$ cat config.mk
export PLATFORM = sky130hd
export DESIGN_NAME = chte_front
export DESIGN_NICKNAME = d
export VERILOG_FILES = /design/src/hdl/chained_hash_table_engine_defines.svh /design/src/hdl/chte_pkg.sv /design/src/hdl/chte_front.sv
export SDC_FILE = /design/constraint.sdc
export NUM_CORES = 1
export LEC_CHECK = 0
export BUFFER_PORTS_ARGS = -buffer_cell sky130_fd_sc_hd__buf_2
export CORE_UTILIZATION = 46
export DETAILED_ROUTE_END_ITERATION = 10
export PLACE_DENSITY_LB_ADDON = 0.3
export SKIP_LAST_GASP = 1
export SYNTH_ARGS = -nofsm -noshare
export SYNTH_HDL_FRONTEND = slang
export SYNTH_SLANG_ARGS = --single-unit
export TNS_END_PERCENT = 100
$ cat constraint.sdc
create_clock -name clk -period 4.1 [get_ports clk]
set_input_delay 0.205 -clock clk [delete_from_list [all_inputs] [get_ports clk]]
set_output_delay 0.205 -clock clk [all_outputs]
set_load 0.05 [all_outputs]
$ cat src/hdl/chained_hash_table_engine_defines.svh
// Assertion macros for the chained hash table engine.
// Used by files that check concurrent properties on clk and rst_n.
`ifndef CHAINED_HASH_TABLE_ENGINE_DEFINES_SVH
`define CHAINED_HASH_TABLE_ENGINE_DEFINES_SVH

// same-cycle implication
`define CHTE_AST_NOW(lbl, ante, cons) \
  lbl: assert property (@(posedge clk) disable iff (!rst_n) (ante) |-> (cons)) \
    else $error("chte assertion failed");

// next-cycle implication
`define CHTE_AST_NEXT(lbl, ante, cons) \
  lbl: assert property (@(posedge clk) disable iff (!rst_n) (ante) |=> (cons)) \
    else $error("chte assertion failed");

`endif

$ cat src/hdl/chte_pkg.sv
// Package for the chained hash table engine: payload types, codes, constants.
// No dependencies.
`timescale 1ns / 1ps
package chte_pkg;

  localparam int KEY_BYTES_DEF  = 8;
  localparam int VALUE_BITS_DEF = 32;
  localparam int BUCKETS_DEF    = 256;
  localparam int NODES_DEF      = 512;

  localparam logic [63:0] FNV_BASIS = 64'hcbf29ce484222325;
  // FNV prime is 2^40 + 0x1b3
  localparam logic [8:0]  FNV_LOW   = 9'h1b3;

  localparam logic [1:0] K_INSERT = 2'd0;
  localparam logic [1:0] K_FIND   = 2'd1;
  localparam logic [1:0] K_DELETE = 2'd2;
  localparam logic [1:0] K_CLEAR  = 2'd3;

  localparam logic [1:0] ST_OK       = 2'd0;
  localparam logic [1:0] ST_NOTFOUND = 2'd1;
  localparam logic [1:0] ST_FULL     = 2'd2;

  typedef struct packed {
    logic [1:0]  kind;
    logic [63:0] key;
    logic [31:0] value;
  } chte_in_t;

  typedef struct packed {
    logic [1:0]  status;
    logic [31:0] value_out;
    logic [9:0]  entry_count;
  } chte_out_t;

  typedef struct packed {
    logic [1:0]  kind;
    logic [63:0] key;
    logic [31:0] value;
    logic [15:0] bucket;
  } chte_work_t;

endpackage

$ cat src/hdl/chte_front.sv
// Front end: accepts requests, masks the key and hashes it one byte per cycle.
// Depends on chte_pkg.
`timescale 1ns / 1ps
module chte_front import chte_pkg::*; #(
  parameter int KEY_BYTES = KEY_BYTES_DEF,
  parameter int BUCKETS   = BUCKETS_DEF
) (
  input  logic       clk,
  input  logic       rst_n,
  input  logic       in_valid,
  output logic       in_ready,
  input  chte_in_t   in_data,
  output logic       wq_valid,
  input  logic       wq_ready,
  output chte_work_t wq_data
);

  localparam int IW = $clog2(KEY_BYTES + 1);
  localparam int BW = (BUCKETS > 1) ? $clog2(BUCKETS) : 1;
  localparam logic [63:0] KMASK =
    (KEY_BYTES >= 8) ? '1 : ((64'd1 << (8 * KEY_BYTES)) - 64'd1);
  localparam logic [BW-1:0] BMASK = BW'(BUCKETS - 1);

  typedef enum logic [2:0] {
    F_IDLE = 3'b001,
    F_HASH = 3'b010,
    F_PUSH = 3'b100
  } fst_t;

  fst_t        st_r, st_nxt;
  logic [1:0]  kind_r;
  logic [63:0] key_r, ksh_r;
  logic [31:0] val_r;
  logic [63:0] h_r, hx;
  logic [IW-1:0] cnt_r;

  assign in_ready = (st_r == F_IDLE);
  assign wq_valid = (st_r == F_PUSH);
  assign hx       = h_r ^ {56'd0, ksh_r[7:0]};

  always_comb begin
    wq_data        = '0;
    wq_data.kind   = kind_r;
    wq_data.key    = key_r;
    wq_data.value  = val_r;
    wq_data.bucket = 16'(h_r[BW-1:0] & BMASK);
  end

  always_comb begin
    st_nxt = st_r;
    case (st_r)
      F_IDLE: if (in_valid) st_nxt = F_HASH;
      F_HASH: if (cnt_r == IW'(KEY_BYTES - 1)) st_nxt = F_PUSH;
      F_PUSH: if (wq_ready) st_nxt = F_IDLE;
      default: st_nxt = F_IDLE;
    endcase
  end

  always_ff @(posedge clk) begin
    if (!rst_n) begin
      st_r <= F_IDLE;
    end else begin
      st_r <= st_nxt;
    end
  end

  always_ff @(posedge clk) begin
    if (st_r == F_IDLE && in_valid) begin
      kind_r <= in_data.kind;
      key_r  <= in_data.key & KMASK;
      ksh_r  <= in_data.key;
      val_r  <= in_data.value;
      h_r    <= FNV_BASIS;
      cnt_r  <= '0;
    end else if (st_r == F_HASH) begin
      h_r   <= (hx << 40) + 64'(hx * 64'(FNV_LOW));
      ksh_r <= ksh_r >> 8;
      cnt_r <= cnt_r + 1'b1;
    end
  end

endmodule

# Yosys cells after proc, flatten, opt, wreduce, memory -nomap -nowiden
# Index checks and enable logic that the tools add are counted.
dict set report word_totals {
  reg_bits 233
  input_bits 102
  output_inout_bits 116
  elab_cells 27
}
dict set report classes {
  n_addsub 2
  multipliers 1
  n_eq_ne 7
  n_mux 6
  n_bitwise 1
  reduce_logical 3
}
# operator n
set ops {}
lappend ops {{64-bit 2-to-1 mux} 2}
lappend ops {{64-bit adder} 1}
lappend ops {{64-bit by 9-bit multiplier with 64-bit output (second input constant)} 1}
lappend ops {{64-bit by 8-bit bitwise XOR with 64-bit output} 1}
lappend ops {{3-bit 2-to-1 mux} 3}
lappend ops {{3-bit case mux with 3 select lines} 1}
lappend ops {{4-bit by 1-bit adder with 4-bit output (second input constant)} 1}
lappend ops {{4-bit by 3-bit equality test with 1-bit output (second input constant)} 1}
lappend ops {{2-bit inequality test (second input constant)} 2}
lappend ops {{3-bit by 1-bit equality test with 1-bit output (second input constant)} 1}
lappend ops {{3-bit by 2-bit equality test with 1-bit output (second input constant)} 1}
lappend ops {{3-bit equality test (second input constant)} 1}
lappend ops {{3-bit AND reduction} 1}
lappend ops {{2-bit by 1-bit inequality test with 1-bit output (second input constant)} 1}
lappend ops {{2-bit nonzero test} 1}
lappend ops {{1-bit logical AND} 1}

# Logic depth before layout (Yosys ltp)
dict set report depth {
  depth_word 3
  ltp_mapped 15
  depth_no_buf 15
}

# Worst setup path after synthesis
# No wires, ideal clock.
dict set report synth_path {
  path_type {reg-to-reg}
  from {reg h_r[0]}
  to {reg h_r[7]}
  setup_time_ns 0.070
  arrival_ns 4.098
  t_required_ns 4.030
  slack_ns -0.068
  stages_incl_launch_ff 15
  path_buffers 0
  synth_period_minus_slack_ns 4.168
  cell_sequence {dfxtp_1 > xor2_1 > ha_1 > inv_1 > fa_1 > inv_1 > ha_1 > fa_1 > ha_1 > inv_1 > fa_1 > xor2_1 > xnor2_2 > xnor3_1 > a21oi_1}
}
dict set report synth_via {
  elab_chain_cells 3
}
# element line_no
set synth_rtl {}
lappend synth_rtl {{start, declared} chte_front.sv:34} ;# logic [63:0] h_r, hx;
lappend synth_rtl {{start signal, assigned} chte_front.sv:76} ;# h_r <= (hx << 40) + 64'(hx * 64'(FNV_LOW));
lappend synth_rtl {{64-bit by 8-bit bitwise XOR with 64-bit output} chte_front.sv:39} ;# assign hx = h_r ^ {56'd0, ksh_r[7:0]};
lappend synth_rtl {{net hx[0]} chte_front.sv:34}
lappend synth_rtl {{64-bit by 9-bit multiplier with 64-bit output} chte_front.sv:76}
lappend synth_rtl {{64-bit adder} chte_front.sv:76}
# The timed path passes the listed nets, and every way through them passes these cells.
# A chain may end at the register's enable or synchronous reset.

# Final worst setup path
dict set report layout_path {
  from {reg ksh_r[1]}
  to {reg h_r[7]}
}
dict set report layout_via {
  elab_chain_cells 3
}
# element line_no
set layout_rtl {}
lappend layout_rtl {{start, declared} chte_front.sv:32} ;# logic [63:0] key_r, ksh_r;
lappend layout_rtl {{start signal, assigned} chte_front.sv:71} ;# ksh_r <= in_data.key;
lappend layout_rtl {{start signal, assigned} chte_front.sv:77} ;# ksh_r <= ksh_r >> 8;
lappend layout_rtl {{64-bit by 8-bit bitwise XOR with 64-bit output} chte_front.sv:39}
lappend layout_rtl {{64-bit by 9-bit multiplier with 64-bit output} chte_front.sv:76}
lappend layout_rtl {{64-bit adder} chte_front.sv:76}
# Every way passes these cells.

==> impl_metrics.ini <==
[synth]
ys_warn_count = 0
ys_ff_latch = 177
yosys-top-cells-area = edfxtp_1, nand2_1, dfxtp_1
syn_avg_cell_area_um2 = 14.1
synth_cell_types = 28
synth_cells = 485
synth_top_cell_by_area = edfxtp_1
synth.cell_area_um2 = 6840
yosysTopAreaCellShare = 0.711
ys_seq_area_frac = 0.755

[hold_path]
min_path_cells = 4
hp-start = wq_ready
hold_path_class = input pin to register
min_to = st_r[2]

[global_routing]
first_global_vias = 4863
antenna_found_initial = 0
grt_max_degree = 88
grt_pass1_wl_um = 23300
grt_overflow = 0
grt_usage = 0.207

[setup_path]
rr_worst_depth = 14
criticalPathCategory = register to register
r2r_slack_ps = 270
critPathLaunchType = register
cp_cell_sequence = xor2_1, ha_2, inv_1, fa_1, inv_1, ha_1, fa_1, ha_1, inv_1, fa_2, xor2_2, xnor2_2, xnor3_1, a21oi_1
crit_start = ksh_r[1]
rr_startpoint = ksh_r[1]
path_max_fanout = 2
critPathMostFrequentCell = inv_1
crit_required_ps = 4450
cpMaxStageDelayCell = fa_1
end_kind = register
r2r-end = h_r[7]
max_stage_delay_ps = 530
arrival_ps = 4180

[drt]
drt_first_pass_iters = 4
drt-initial-drc-count = 228
drt-vias-per-instance = 4.69
wire_per_inst_um = 15.4
ant_nets = 0
wl_um = 15300
num_vias = 4676
drc = 0

[layout]
fin_cells = 996
mostFrequentLayoutCell = buf_2
area_growth_pct = 41.1
drive_gt1_frac = 0.310
fin_area_um2 = 9650
nets = 925
utilization = 0.664
n_fill_cell = 1066
n_antenna_cell = 0
layout_common_cells = buf_2, nand2_1, edfxtp_1

[power]
p_per_area_nw_per_um2 = 509
p_clk_frac = 0.324
peakVddDrop_mv = 0.289
p_switching_w = 0.00139
pwr-share-comb = 0.227
p_seq_frac = 0.449
p_sw_frac = 0.283
power.internal_w = 0.00353
total_leakage_power_nw = 4.19

[floorplanning]
fp.dieArea_um2 = 15400
io_pins = 218
core_area_um2 = 14500
start_util = 0.471
die_h_um = 124
fp-row-count = 44
die_x_um = 124

[sta]
final_hold_viol_count = 0
min_period_ps = 3830
period_share = 0.934
finalSetupViolCount = 0
postLayoutSetupSlackWorst_ps = 271
fmax_mhz = 261
relSlewSlack = 0.414
finClkSkew_ps = 6.41
max_slew.worst_pin.slew_ps = 879
slew_viol_final = 0
rsz0062_at_grt = no
tns_ps = 0

[clock_network]
cts_tree = built
clk_pin_slew_ps = 60
cts_buffers = 17
htreeDepth = 4
post_cts_buffers = 0
clock-root-buffer = clkbuf_16
cts_max_path_buffers = 2
insertion_delay_ps = 420
cts_sinks = 177

[placement]
dp_cells = 865
dpl_cell_area_um2 = 8070
hpwl_um = 8980
place.gp.congestion = 0.857
io_buffers = 209
pre_cts_slack_ps = 110

[run]
max_cap_violations = 0

[status]
status = finished, final reports clean
power groups by stage:
stage               logic [W]  registers [W]  clock network (W)
floorplan            0.000532        0.00249                  0
CTS                   0.00112        0.00221            0.00162
global placement     0.000999        0.00224                  0
finish                0.00112        0.00221            0.00159
global route          0.00123        0.00222            0.00169
detailed placement    0.00103        0.00225                  0
repair_timing:
item,4_1_cts,5_1_grt
resized for setup,0,4
hold buffers,99,0
endpoints found under the setup margin,0,1
endpoints found under the hold margin,99,0
cell families (layout without fill, tap and decap cells):
family | after synthesis | after routing | share of synthesized area
fa+ha+maj | 24 | 24 | 0.0483
simple gates | 212 | 212 | 0.127
xor+xnor | 20 | 20 | 0.0307
flops | 177 | 177 | 0.755
other cells | 1 | 8 | 0.000548
compound gates | 13 | 13 | 0.0102
buf+inv | 38 | 358 | 0.0280
routing by layer:
metal  vias to the layer above  GRT usage  part of all wire
li1                       2271          -                 -
met4                         0     0.0722             0.014
met3                        18     0.0655             0.060
met5                         -          0                 0
met1                      2245      0.229              0.39
met2                       142      0.374              0.53
flip-flops by register name, summed over array words and instances (netlist names):
name	flops
key_r	64
ksh_r	64
cnt_r	4
h_r	8
st_r	3
val_r	32
kind_r	2
worst max path at each step:
| stage | slack (ps) | to | cells after the start |
|---|---|---|---|
| after floorplan | 8 | h_r[7] | 14 |
| after global placement | 150 | h_r[7] | 14 |
| after detailed placement | 110 | h_r[7] | 14 |
| after CTS | 50 | h_r[7] | 14 |
| after global routing | 80 | h_r[7] | 14 |
| final | 270 | h_r[7] | 14 |
through the flow:
step	power [W]	hold slack [ps]
2_1_floorplan	0.00303	281
5_1_grt	0.00514	153
3_5_place_dp	0.00328	383
3_3_place_gp	0.00324	381
6_report	0.00492	142
4_1_cts	0.00495	119
cell usage after synthesis:
library cell / number
nand2_1: 184
edfxtp_1: 162
ha_1: 20
dfxtp_1: 15
inv_1: 12
xor2_1: 12
buf_4: 10
buf_2: 9
a21oi_1: 8
and2_1: 8
nor2_1: 7
clkbuf_1: 6
nor3b_1: 5
xnor2_1: 5
fa_1: 4
o21ai_0: 3
nand3_1: 2
nand3b_1: 2
xnor3_1: 2
a211oi_1: 1
a21boi_0: 1
and3_2: 1
conb_1: 1
inv_2: 1
nand4_1: 1
nor2b_1: 1
nor3b_4: 1
xnor2_2: 1
layout make-up:
class	count	area (um^2)	share of cell area
sequential	177	5170	0.535
tap	184	230	0.0238
clock inverter	13	144	0.0149
inverter	13	53.8	0.00557
clock buffer	19	433	0.0448
multi-input combinational	277	1540	0.159
timing repair buffer	313	2090	0.216
critical path, delay by kind of cell, from the launching register on:
kind | cells | cell delay (ps)
buffers and inverters | 3 | 160
XOR/XNOR | 4 | 810
AO/OA/AOI/OAI | 1 | 150
flip-flops | 1 | 380
adder cells (fa/ha/maj) | 6 | 2270
No activity file was read; power rests on OpenSTA's default activity.
