===== src/hdl/chained_hash_table_engine_defines.svh =====
// Assertion macros for the chained hash table engine.
// Used by files that check concurrent properties on clk and rst_n.
`ifndef CHAINED_HASH_TABLE_ENGINE_DEFINES_SVH
`define CHAINED_HASH_TABLE_ENGINE_DEFINES_SVH

// same-cycle implication
`define CHTE_AST_NOW(lbl, ante, cons) \
  lbl: assert property (@(posedge clk) disable iff (!rst_n) (ante) |-> (cons)) \
    else $error("chte assertion failed");

// next-cycle implication
`define CHTE_AST_NEXT(lbl, ante, cons) \
  lbl: assert property (@(posedge clk) disable iff (!rst_n) (ante) |=> (cons)) \
    else $error("chte assertion failed");

`endif


===== src/hdl/chte_pkg.sv =====
// Package for the chained hash table engine: payload types, codes, constants.
// No dependencies.
`timescale 1ns / 1ps
package chte_pkg;

  localparam int KEY_BYTES_DEF  = 8;
  localparam int VALUE_BITS_DEF = 32;
  localparam int BUCKETS_DEF    = 256;
  localparam int NODES_DEF      = 512;

  localparam logic [63:0] FNV_BASIS = 64'hcbf29ce484222325;
  // FNV prime is 2^40 + 0x1b3
  localparam logic [8:0]  FNV_LOW   = 9'h1b3;

  localparam logic [1:0] K_INSERT = 2'd0;
  localparam logic [1:0] K_FIND   = 2'd1;
  localparam logic [1:0] K_DELETE = 2'd2;
  localparam logic [1:0] K_CLEAR  = 2'd3;

  localparam logic [1:0] ST_OK       = 2'd0;
  localparam logic [1:0] ST_NOTFOUND = 2'd1;
  localparam logic [1:0] ST_FULL     = 2'd2;

  typedef struct packed {
    logic [1:0]  kind;
    logic [63:0] key;
    logic [31:0] value;
  } chte_in_t;

  typedef struct packed {
    logic [1:0]  status;
    logic [31:0] value_out;
    logic [9:0]  entry_count;
  } chte_out_t;

  typedef struct packed {
    logic [1:0]  kind;
    logic [63:0] key;
    logic [31:0] value;
    logic [15:0] bucket;
  } chte_work_t;

endpackage


===== src/hdl/chte_fifo.sv =====
// Two-entry queue of hashed requests between front and back end.
// Depends on chte_pkg.
`timescale 1ns / 1ps
module chte_fifo import chte_pkg::*; (
  input  logic       clk,
  input  logic       rst_n,
  input  logic       wr_valid,
  output logic       wr_ready,
  input  chte_work_t wr_data,
  output logic       rd_valid,
  input  logic       rd_ready,
  output chte_work_t rd_data
);

  chte_work_t mem_r [2];
  logic       wp_r, rp_r;
  logic [1:0] cnt_r;
  logic       push, pop;

  assign wr_ready = (cnt_r != 2'd2);
  assign rd_valid = (cnt_r != 2'd0);
  assign rd_data  = mem_r[rp_r];
  assign push     = wr_valid && wr_ready;
  assign pop      = rd_valid && rd_ready;

  always_ff @(posedge clk) begin
    if (!rst_n) begin
      wp_r  <= 1'b0;
      rp_r  <= 1'b0;
      cnt_r <= 2'd0;
    end else begin
      if (push) wp_r <= ~wp_r;
      if (pop) rp_r <= ~rp_r;
      cnt_r <= cnt_r + {1'b0, push} - {1'b0, pop};
    end
  end

  always_ff @(posedge clk) begin
    if (push) mem_r[wp_r] <= wr_data;
  end

endmodule


===== config.mk =====
export PLATFORM = sky130hd
export DESIGN_NAME = chte_fifo
export DESIGN_NICKNAME = d
export VERILOG_FILES = /design/src/hdl/chained_hash_table_engine_defines.svh /design/src/hdl/chte_pkg.sv /design/src/hdl/chte_fifo.sv
export SDC_FILE = /design/constraint.sdc
export NUM_CORES = 1
export LEC_CHECK = 0
export ABC_CLOCK_PERIOD_IN_PS = 11700
export BUFFER_PORTS_ARGS = -buffer_cell sky130_fd_sc_hd__clkbuf_2
export CELL_PAD_IN_SITES_DETAIL_PLACEMENT = 1
export CELL_PAD_IN_SITES_GLOBAL_PLACEMENT = 1
export CORE_MARGIN = 2
export CORE_UTILIZATION = 48
export CTS_CLUSTER_DIAMETER = 150
export DETAILED_ROUTE_END_ITERATION = 8
export HOLD_SLACK_MARGIN = 0.1
export PLACE_DENSITY = 0.86
export SLEW_MARGIN = 20
export SYNTH_ARGS = -nofsm -noshare
export SYNTH_HDL_FRONTEND = slang
export SYNTH_SLANG_ARGS = --single-unit

===== constraint.sdc =====
create_clock -name clk -period 11.7 [get_ports clk]
set_input_delay 2.34 -clock clk [delete_from_list [all_inputs] [get_ports clk]]
set_output_delay 2.34 -clock clk [all_outputs]
set_load 0.005 [all_outputs]

Word level (Yosys, flattened, before mapping)
Memory sizes are Yosys's and may differ from the RTL's. A register that Yosys moved wholly into a read port is not among the register bits.
Index checks and enable logic that the tools add are counted.
{"block": "classes", "addsub": 2, "eq_ne": 1, "n_mux": 4, "n_bitwise": 2, "reduce_logical": 3}
{"cell": "$mux 1", "count": 4}
{"cell": "$add 2x1->2", "count": 1}
{"cell": "$logic_and 1x1->1", "count": 2}
{"cell": "$ne 2x2->1 const B", "count": 1}
{"cell": "$not 1->1", "count": 2}
{"cell": "$reduce_bool 2->1", "count": 1}
{"cell": "$sub 2x1->2", "count": 1}
{"block": "totals", "regBits": 4, "ramBits": 228, "word_cells": 16, "n_memories": 1}
{"memory": "mem_r", "words": 2, "width": 114, "rd": 1, "rd_clocked_by_memory_dff": 1, "write_ports": 1, "line_no": "chte_fifo.sv:15", "rtl": "chte_work_t mem_r [2];"}

Logic depth before layout (Yosys ltp)
Gate-level depths: netlist of run 1.
{"block": "depth", "ltp_word": 4, "depth_mapped": 8, "mapped_depth_nobuf": 8}

Worst setup path after synthesis of run 1
Ideal clock, no wire load.
{"block": "synth_timing", "path_kind": "input to register", "start": "input port wr_valid", "end": "memory mem_r[0][0] (netlist bit), enable pin", "setup_ps": 588, "arrival_time_ps": 7174, "t_required_ps": 11112, "setup_slack_ps": 3938, "path_stages": 2, "path_buffers": 0, "cell_sequence": "nand2_1 nor2_1"}
{"block": "synth_via", "elab_chain_len": 3}
{"item": "start, declared", "line_no": "chte_fifo.sv:7", "rtl": "input logic wr_valid,"}
{"item": "$logic_and 1x1->1", "line_no": "chte_fifo.sv:23", "rtl": "assign push = wr_valid && wr_ready;"}
{"item": "$mux 1", "line_no": "chte_fifo.sv:39", "rtl": "if (push) mem_r[wp_r] <= wr_data;"}
{"item": "$mux 1 (implied by the code)", "line_no": "chte_fifo.sv:39"}
{"item": "end, declared", "line_no": "chte_fifo.sv:15"}
No other way between the ends.

==> results of run 1 <==
layout by cell type (no fill, tap or decap):
cell and count:
ha_1 2, clkbuf_16 25, edfxtp_1 228, mux2_2 54, nor2_4 1, and2_1 2, and3_4 1, mux2_4 60
buf_4 3, o21a_1 1, clkinv_1 6, clkbuf_1 2, nor2b_1 2, nand2b_1 2, buf_16 2, clkbuf_2 233
dfxtp_4 1, or2_2 1, nand2_1 2, mux2i_1 1, xnor2_1 3, dfxtp_1 4, clkinvlp_4 1, bufinv_16 2
inv_1 1, clkinv_2 8
through the flow:
step | setup slack (ps) | hold WS (ps) | total power [mW]
CTS | 6340 | 578 | 2.37
finish | 6880 | 574 | 2.35
global route | 6730 | 620 | 2.45
detailed placement | 6820 | 559 | 1.64
global placement | 6900 | 504 | 1.60
floorplan | 3940 | 455 | 1.44
power by group through the flow:
stage | logic (mW) | clock network (mW) | registers [mW]
after global routing | 0.563 | 0.774 | 1.11
after CTS | 0.502 | 0.745 | 1.12
final | 0.521 | 0.728 | 1.10
after floorplan | 0.338 | 0 | 1.10
after detailed placement | 0.498 | 0 | 1.14
after global placement | 0.479 | 0 | 1.12
flip-flops by register name, summed over array words and instances (netlist names), named ones only:
register / flops
mem_r: 228
cnt_r: 2
rp_r: 1
wp_r: 1
area by class of cell:
class | count | area (um2)
tap | 229 | 287
inverter | 1 | 3.75
fill | 1595 | 7000
clock inverter | 17 | 130
clock buffer | 27 | 633
multi-input combinational | 132 | 1650
timing repair buffer | 238 | 1240
sequential | 233 | 6950
path summary, 6_finish.rpt:
check | from | end | slack (ps)
max reg2reg | cnt_r[0]$_SDFF_PN0_ | mem_r[0][37]$_DFFE_PP_ | 9050
max | flip-flop | rd_data[12] | 6880
min | wp_r$_SDFFE_PN0N_ | wp_r$_SDFFE_PN0N_ | 570
min reg2reg | wp_r$_SDFFE_PN0N_ | wp_r$_SDFFE_PN0N_ | 570
tightest hold or removal path, delay by kind of cell, from the launching register on:
family | cells | cell delay, ps
flip-flops | 1 | 360
AND/OR/NAND/NOR | 1 | 90
multiplexers | 1 | 70
layer usage:
metal	global-route usage	part of all wire
met5	0	0
met4	0.0447	0.022
met3	0.0539	0.075
met2	0.322	0.51
met1	0.229	0.39
cell families (layout without fill, tap and decap cells):
logic type	Yosys count	count (layout)
flip-flops	233	233
multiplexers	115	115
buffers and inverters	14	283
AND/OR/NAND/NOR	11	11
XOR/XNOR	3	3
adder cells (fa/ha/maj)	2	2
AO/OA/AOI/OAI	1	1
==> results.cfg, run 1 <==
[placed_design]
port_buffers = 233
hpwl_mm = 12.3
dp_cells = 831
gp_congestion = 0.731
place_area_um2 = 10100

[clock_network]
ctsResizeCount = 0
cts_root_buf = clkbuf_16
cts_buffers = 24
cts_buffer_depth = 3
cts_setup_buffers = 0
worstSkewPairLatency_ps = 500
path_clk_slew_ps = 60
cts.sinks = 233
cts_hold_buf = 0
cts_tree = yes
htreeDepth = 1

[yosys]
synth-edff-count = 228
synth_top_family_by_area = multiplexers
ys_async_sr_fraction = 0
syn_inst = 379
synthXorXnorAreaFrac = 0.00302
synth_commonest_cells = 228 x edfxtp_1, 60 x mux2_4, 54 x mux2_2
synth_top_area_frac = 0.786
yosys-top-cells-area = edfxtp_1 79%, mux2_4 10%, mux2_2 7.0%
synth_compound_area_frac = 0.000862
muxShareOfSynthArea = 0.174
synth_flop_cell = edfxtp_1
synthSimpleGateAreaFrac = 0.00704
syn_area_um2 = 8710
synth_fa_ha_area_frac = 0.00287
synth.most_common_cell = edfxtp_1
synth_nets = 499
avgSynthCellArea_um2 = 23.0
synth_largest_area_cell = edfxtp_1
ys_warn_count = 0
ys_seq_area_frac = 0.798
yosysUniqueCellTypes = 19
ys_ff_latch = 233

[setup_path]
critPathBufInv = 2
crit_chain = buf_4, mux2_2, clkbuf_2
crit_cells = 3
crit_path_end_kind = output pin
critical_path.max_fanout = 47
r2r_cells = 4
slowest_stage = buf_4
worstPathRequired_ps = 9360
worst_path_largest_cell_delay_ps = 700
cpLargestDelayFamily = buffers and inverters
critPathLaunchType = flip-flop
worstPathArrival_ps = 2480
criticalPathCategory = reg2out

[layout]
drive_gt1_frac = 0.605
final_util = 0.609
design_area_um2 = 10900
fin_cells = 877
insertedDiodeCount = 0
area_growth_pct = 25.2
final_nets = 750

[floorplan]
rows = 49
die_h_um = 139
die_area_um2 = 19200
pin_count = 234
dieWidth_um = 139
initial_core_util = 0.486
core_um2 = 17900

[global_routing]
antenna_found_initial = 0
grt_pass1_wl_mm = 27.7
track_usage = 0.184
grt_max_degree = 78
global_route.overflow_total = 0
grt_pass1_vias = 4803

[outcome]
status = finished, final reports clean

[sta]
hold_violations = 0
worst_pin_slew_ps = 1080
period_needed_ps = 4820
tns_ps = 0
rsz0062_at_grt = false
fin_skew_ps = 4.47
timing.final.crit_share = 0.412
setup_viol = 0
slew_headroom = 0.278
max_freq_mhz = 208
slew_violations = 0

[drt]
wire_per_inst_um = 20.5
finalWirelength_mm = 18.0
drt_iter0_drc = 166
firstDrtPassIters = 4
avgViaCountPerCell = 4.97
drc = 0
route.vias.total = 4356
ant_nets = 0

[min_path]
hold_class = reg2reg
hold_path_depth = 2

[flow_run]
max-cap-violations = 0

[power_and_ir_drop]
sw_frac_of_total = 0.250
p_int_mw = 1.76
seqPwrFrac = 0.467
power_density_nw_per_um2 = 215
ir_drop_uv = 142
combinationalPowerShare = 0.222
p_switching_mw = 0.586
p_clk_frac = 0.310
leakagePower_nw = 4.25
(Power assumes the default switching activity.)
==> run 2: changes to the inputs <==
Settings changed: ABC_CLOCK_PERIOD_IN_PS 11700 to 4250, CORE_UTILIZATION 48 to 40, PLACE_DENSITY 0.86 to 0.77.
Clock period 11.7 ns to 4.25 ns, I/O delays scaled along.
==> run 2 against run 1 <==
Net effect: sequential share of layout area down 0.54 points; clock skew up 7.1 ps; utilization down 9.1 points; clock power rose to 2.9 times the previous value; combinational power rose to 2.7 times the previous value; first-iteration DRC count down 5.4%; flip-flop and latch count unchanged; critical endpoint is now rd_data[5]; largest cell class unchanged.
==> results.cfg, run 2 (synthesis gave the netlist of run 1 again) <==
[global_routing]
grt_use_met2 = 0.258
use_met3 = 0.0398
busiest_layer = met2
grt_pass1_vias = 4892
antenna_found_initial = 0
global_route.overflow_total = 0
track_usage = 0.146
grt_max_degree = 115
grt_pass1_wl_mm = 25.8
grt_util_met1 = 0.172

[power_and_ir_drop]
p_int_mw = 4.95
power_density_nw_per_um2 = 597
combinationalPowerShare = 0.213
p_clk_frac = 0.325
leakagePower_nw = 4.27
seqPwrFrac = 0.462
sw_frac_of_total = 0.245
p_switching_mw = 1.61
ir_drop_uv = 377

[sta]
tns_ps = 0
hold_ws_ps = 534
rsz0062_at_grt = false
timing.final.crit_share = 0.772
setup_viol = 0
worst_pin_slew_ps = 803
slew_violations = 0
slew_headroom = 0.465
hold_violations = 0
period_needed_ps = 3280
fin_skew_ps = 11.6
max_freq_mhz = 305

[floorplan]
pin_count = 234
die_h_um = 152
core_um2 = 21200
initial_core_util = 0.410
die_area_um2 = 23000
rows = 53
dieWidth_um = 152

[placed_design]
hpwl_mm = 11.9
place_area_um2 = 10200
gp_congestion = 0.705
port_buffers = 233

[layout]
fill_cells = 1967
drive_gt1_frac = 0.603
area_growth_pct = 26.2
final_nets = 751
largest_register_ffs = 228
final_common_cell = clkbuf_2
design_area_um2 = 11000
final_cell_mix = 233 x clkbuf_2, 228 x edfxtp_1, 60 x mux2_4
regMostFlops = mem_r
multi_input_area_um2 = 1650
seqCellArea_um2 = 6950
final_util = 0.518
insertedDiodeCount = 0
reg.largest.list = mem_r x228, cnt_r x2

[drt]
avgViaCountPerCell = 4.79
route.vias.total = 4423
firstDrtPassIters = 4
drt_iter0_drc = 157
finalWirelength_mm = 17.6
drc = 0
ant_nets = 0
wire_per_inst_um = 19.0

[clock_network]
htreeDepth = 1
cts_root_buf = clkbuf_16
cts_buffer_depth = 3
cts_buffers = 25
ctsResizeCount = 0
cts_tree = yes
worstSkewPairLatency_ps = 510
cts_setup_buffers = 0
path_clk_slew_ps = 60
cts_hold_buf = 0
cts.sinks = 233

[outcome]
status = finished, final reports clean

[setup_path]
critical_path.max_fanout = 46
criticalPathCategory = reg2out
worstPathRequired_ps = 3400
critPathLaunchType = flip-flop
crit_path_end_kind = output pin
worstPathArrival_ps = 2430

[flow_run]
max-cap-violations = 0

[min_path]
hold_class = in2reg
## run 2: worst paths after layout
path	startpoint	to	slack [ps]	cells after the start
worst max register to register	cnt_r[0]$_SDFF_PN0_	mem_r[1][11]$_DFFE_PP_	2140	3
worst min register to register	rp_r$_SDFFE_PN0P_	flip-flop	550	2
worst min-delay path	wr_data[110]	mem_r[1][110]$_DFFE_PP_	530	1
worst max-delay path	flip-flop	rd_data[5]	970	3
## run 2: routing by layer
| metal | up-vias | share of wire |
|---|---|---|
| met4 | 0 | 0.028 |
| met3 | 36 | 0.090 |
| met5 | - | 0 |
| met2 | 192 | 0.50 |
| li1 | 2003 | - |
| met1 | 2192 | 0.38 |
## run 2: critical path, stage by stage, from the launching register on
cell and delay, ps:
dfxtp_4 770, buf_4 600, mux2_2 410, clkbuf_2 120
## run 2: stage by stage
stage / power, mW / setup slack (ps) / instances
after floorplan: 3.94 / 232 / 379
after detailed placement: 4.51 / 1440 / 879
after global routing: 6.86 / 819 / 923
after global placement: 4.43 / 1500 / 879
final: 6.56 / 970 / 923
after CTS: 6.67 / 893 / 923
## run 2: layout make-up
cell class              instances  area share
flip-flops and latches        233       0.632
well taps                     275      0.0313
clock buffers                  27      0.0576
inverters                       1    0.000341
repair buffers                238       0.112
multi-input cells             132       0.150
clock inverters                17      0.0164
## run 2: power groups by stage
stage	clock network (mW)	logic, mW	registers, mW
after CTS	2.20	1.43	3.04
after floorplan	0	0.933	3.01
after global placement	0	1.38	3.05
after global routing	2.28	1.52	3.07
final	2.13	1.40	3.03
after detailed placement	0	1.42	3.08
==> run 3: changes to the inputs <==
Settings changed: ABC_CLOCK_PERIOD_IN_PS 4250 to 3100, CORE_UTILIZATION 40 to 44, PLACE_DENSITY 0.77 to 0.8.
Clock period 4.25 ns to 3.1 ns, I/O delays scaled along.
==> run 3 against run 2 <==
Net effect: global-route usage up 1.6 points; die area shrank 8.9%; setup slack worse by 500 ps; final area down 0.55%; critical path type unchanged; highest routed layer unchanged.
==> results.cfg, run 3 (synthesis gave the netlist of run 1 again) <==
[outcome]
status = finished, final reports clean

[drt]
drc = 0
drt_iter0_drc = 128
wire_per_inst_um = 19.4
firstDrtPassIters = 4
route.vias.total = 4427
finalWirelength_mm = 17.7
avgViaCountPerCell = 4.83
ant_nets = 0

[sta]
rsz0062_at_grt = false
slew_violations = 0
fin_skew_ps = 8.95
max_freq_mhz = 381
setup_viol = 0
period_needed_ps = 2630
tns_ps = 0
timing.final.crit_share = 0.847
hold_ws_ps = 303
hold_violations = 0
worst_pin_slew_ps = 651
slew_headroom = 0.566

[layout]
area_growth_pct = 25.5
reg.largest.list = mem_r x228, cnt_r x2
final_common_cell = clkbuf_2
final_cell_mix = 233 x clkbuf_2, 228 x edfxtp_1, 60 x mux2_4
fill_cells = 1800
largest_register_ffs = 228
regMostFlops = mem_r
insertedDiodeCount = 0
final_nets = 753
drive_gt1_frac = 0.596

[setup_path]
criticalPathCategory = reg2out
crit_path_end_kind = output pin
timing.rr.start = cnt_r[0]$_SDFF_PN0_
r2r-end = mem_r[0][63]$_DFFE_PP_
r2r_slack_ps = 1300
crit_path_end = rd_data[50]
worstPathArrival_ps = 2010
critPathLaunchType = flip-flop
r2r_cells = 4
critical_path.max_fanout = 45
worstPathRequired_ps = 2480

[clock_network]
cts_buffers = 25
cts_tree = yes
htreeDepth = 1
ctsResizeCount = 0
cts.sinks = 233
cts_hold_buf = 0
cts_setup_buffers = 0
path_clk_slew_ps = 60
cts_buffer_depth = 3
cts_root_buf = clkbuf_16
worstSkewPairLatency_ps = 500

[placed_design]
gp_congestion = 0.688
hpwl_mm = 12.2
port_buffers = 233

[floorplan]
rows = 51
initial_core_util = 0.447
die_area_um2 = 20900
core_um2 = 19500
die_h_um = 145
pin_count = 234
dieWidth_um = 145

[global_routing]
grt_pass1_vias = 4834
grt_pass1_wl_mm = 26.1
global_route.overflow_total = 0
grt_max_degree = 68
track_usage = 0.163
antenna_found_initial = 0

[min_path]
hold_class = in2reg
hold_path_depth = 1

[power_and_ir_drop]
ir_drop_uv = 499
power_density_nw_per_um2 = 797
leakagePower_nw = 4.23

[flow_run]
max-cap-violations = 0
-- run 3: area by class of cell --
type                       count  area [um2]  area share
timing repair buffer         240        1280       0.117
clock inverter                11        53.8     0.00492
inverter                       1        3.75    0.000343
tap                          265         332      0.0303
multi-input combinational    132        1650       0.151
sequential                   233        6950       0.636
clock buffer                  34         659      0.0603
-- run 3: worst max-delay path: stages, from the launching register on --
cell,delay [ps]
dfxtp_4,640
buf_12,310
mux2_2,380
clkbuf_2,120
-- run 3: stage by stage --
step	instance area, um2	utilization	cells	power (mW)	worst slack (ps)
after floorplan	8720	-	379	5.39	247
after global placement	10200	0.525	871	6.11	994
after detailed placement	10200	0.525	871	6.22	978
after CTS	10900	0.562	916	8.85	430
after global routing	10900	0.562	916	9.13	368
final	10900	0.562	916	8.71	473
-- run 3: layer usage --
layer	global-route usage	routed length, um	vias to the layer above
li1	-	-	2007
met1	0.196	6870	2200
met2	0.287	8960	190
met3	0.0510	1500	30
met4	0.0393	391	0
met5	0	0	-
-- run 3: where the power goes --
part / leakage (nW) / internal, mW / total (mW) / switching [mW]
Sequential: 2.17 / 3.96 / 4.13 / 0.168
Combinational: 1.71 / 1.06 / 1.98 / 0.917
Clock: 0.350 / 1.49 / 2.61 / 1.12
-- run 3: worst min path at each step --
stage	startpoint	endpoint
6_report	wr_data[83]	mem_r[0][83]$_DFFE_PP_
5_1_grt	wr_data[35]	mem_r[0][35]$_DFFE_PP_
4_1_cts	wr_data[48]	mem_r[0][48]$_DFFE_PP_
3_5_place_dp	wp_r$_SDFFE_PN0N_	wp_r$_SDFFE_PN0N_
3_3_place_gp	wp_r$_SDFFE_PN0N_	wp_r$_SDFFE_PN0N_
2_1_floorplan	wp_r$_SDFFE_PN0N_	wp_r$_SDFFE_PN0N_
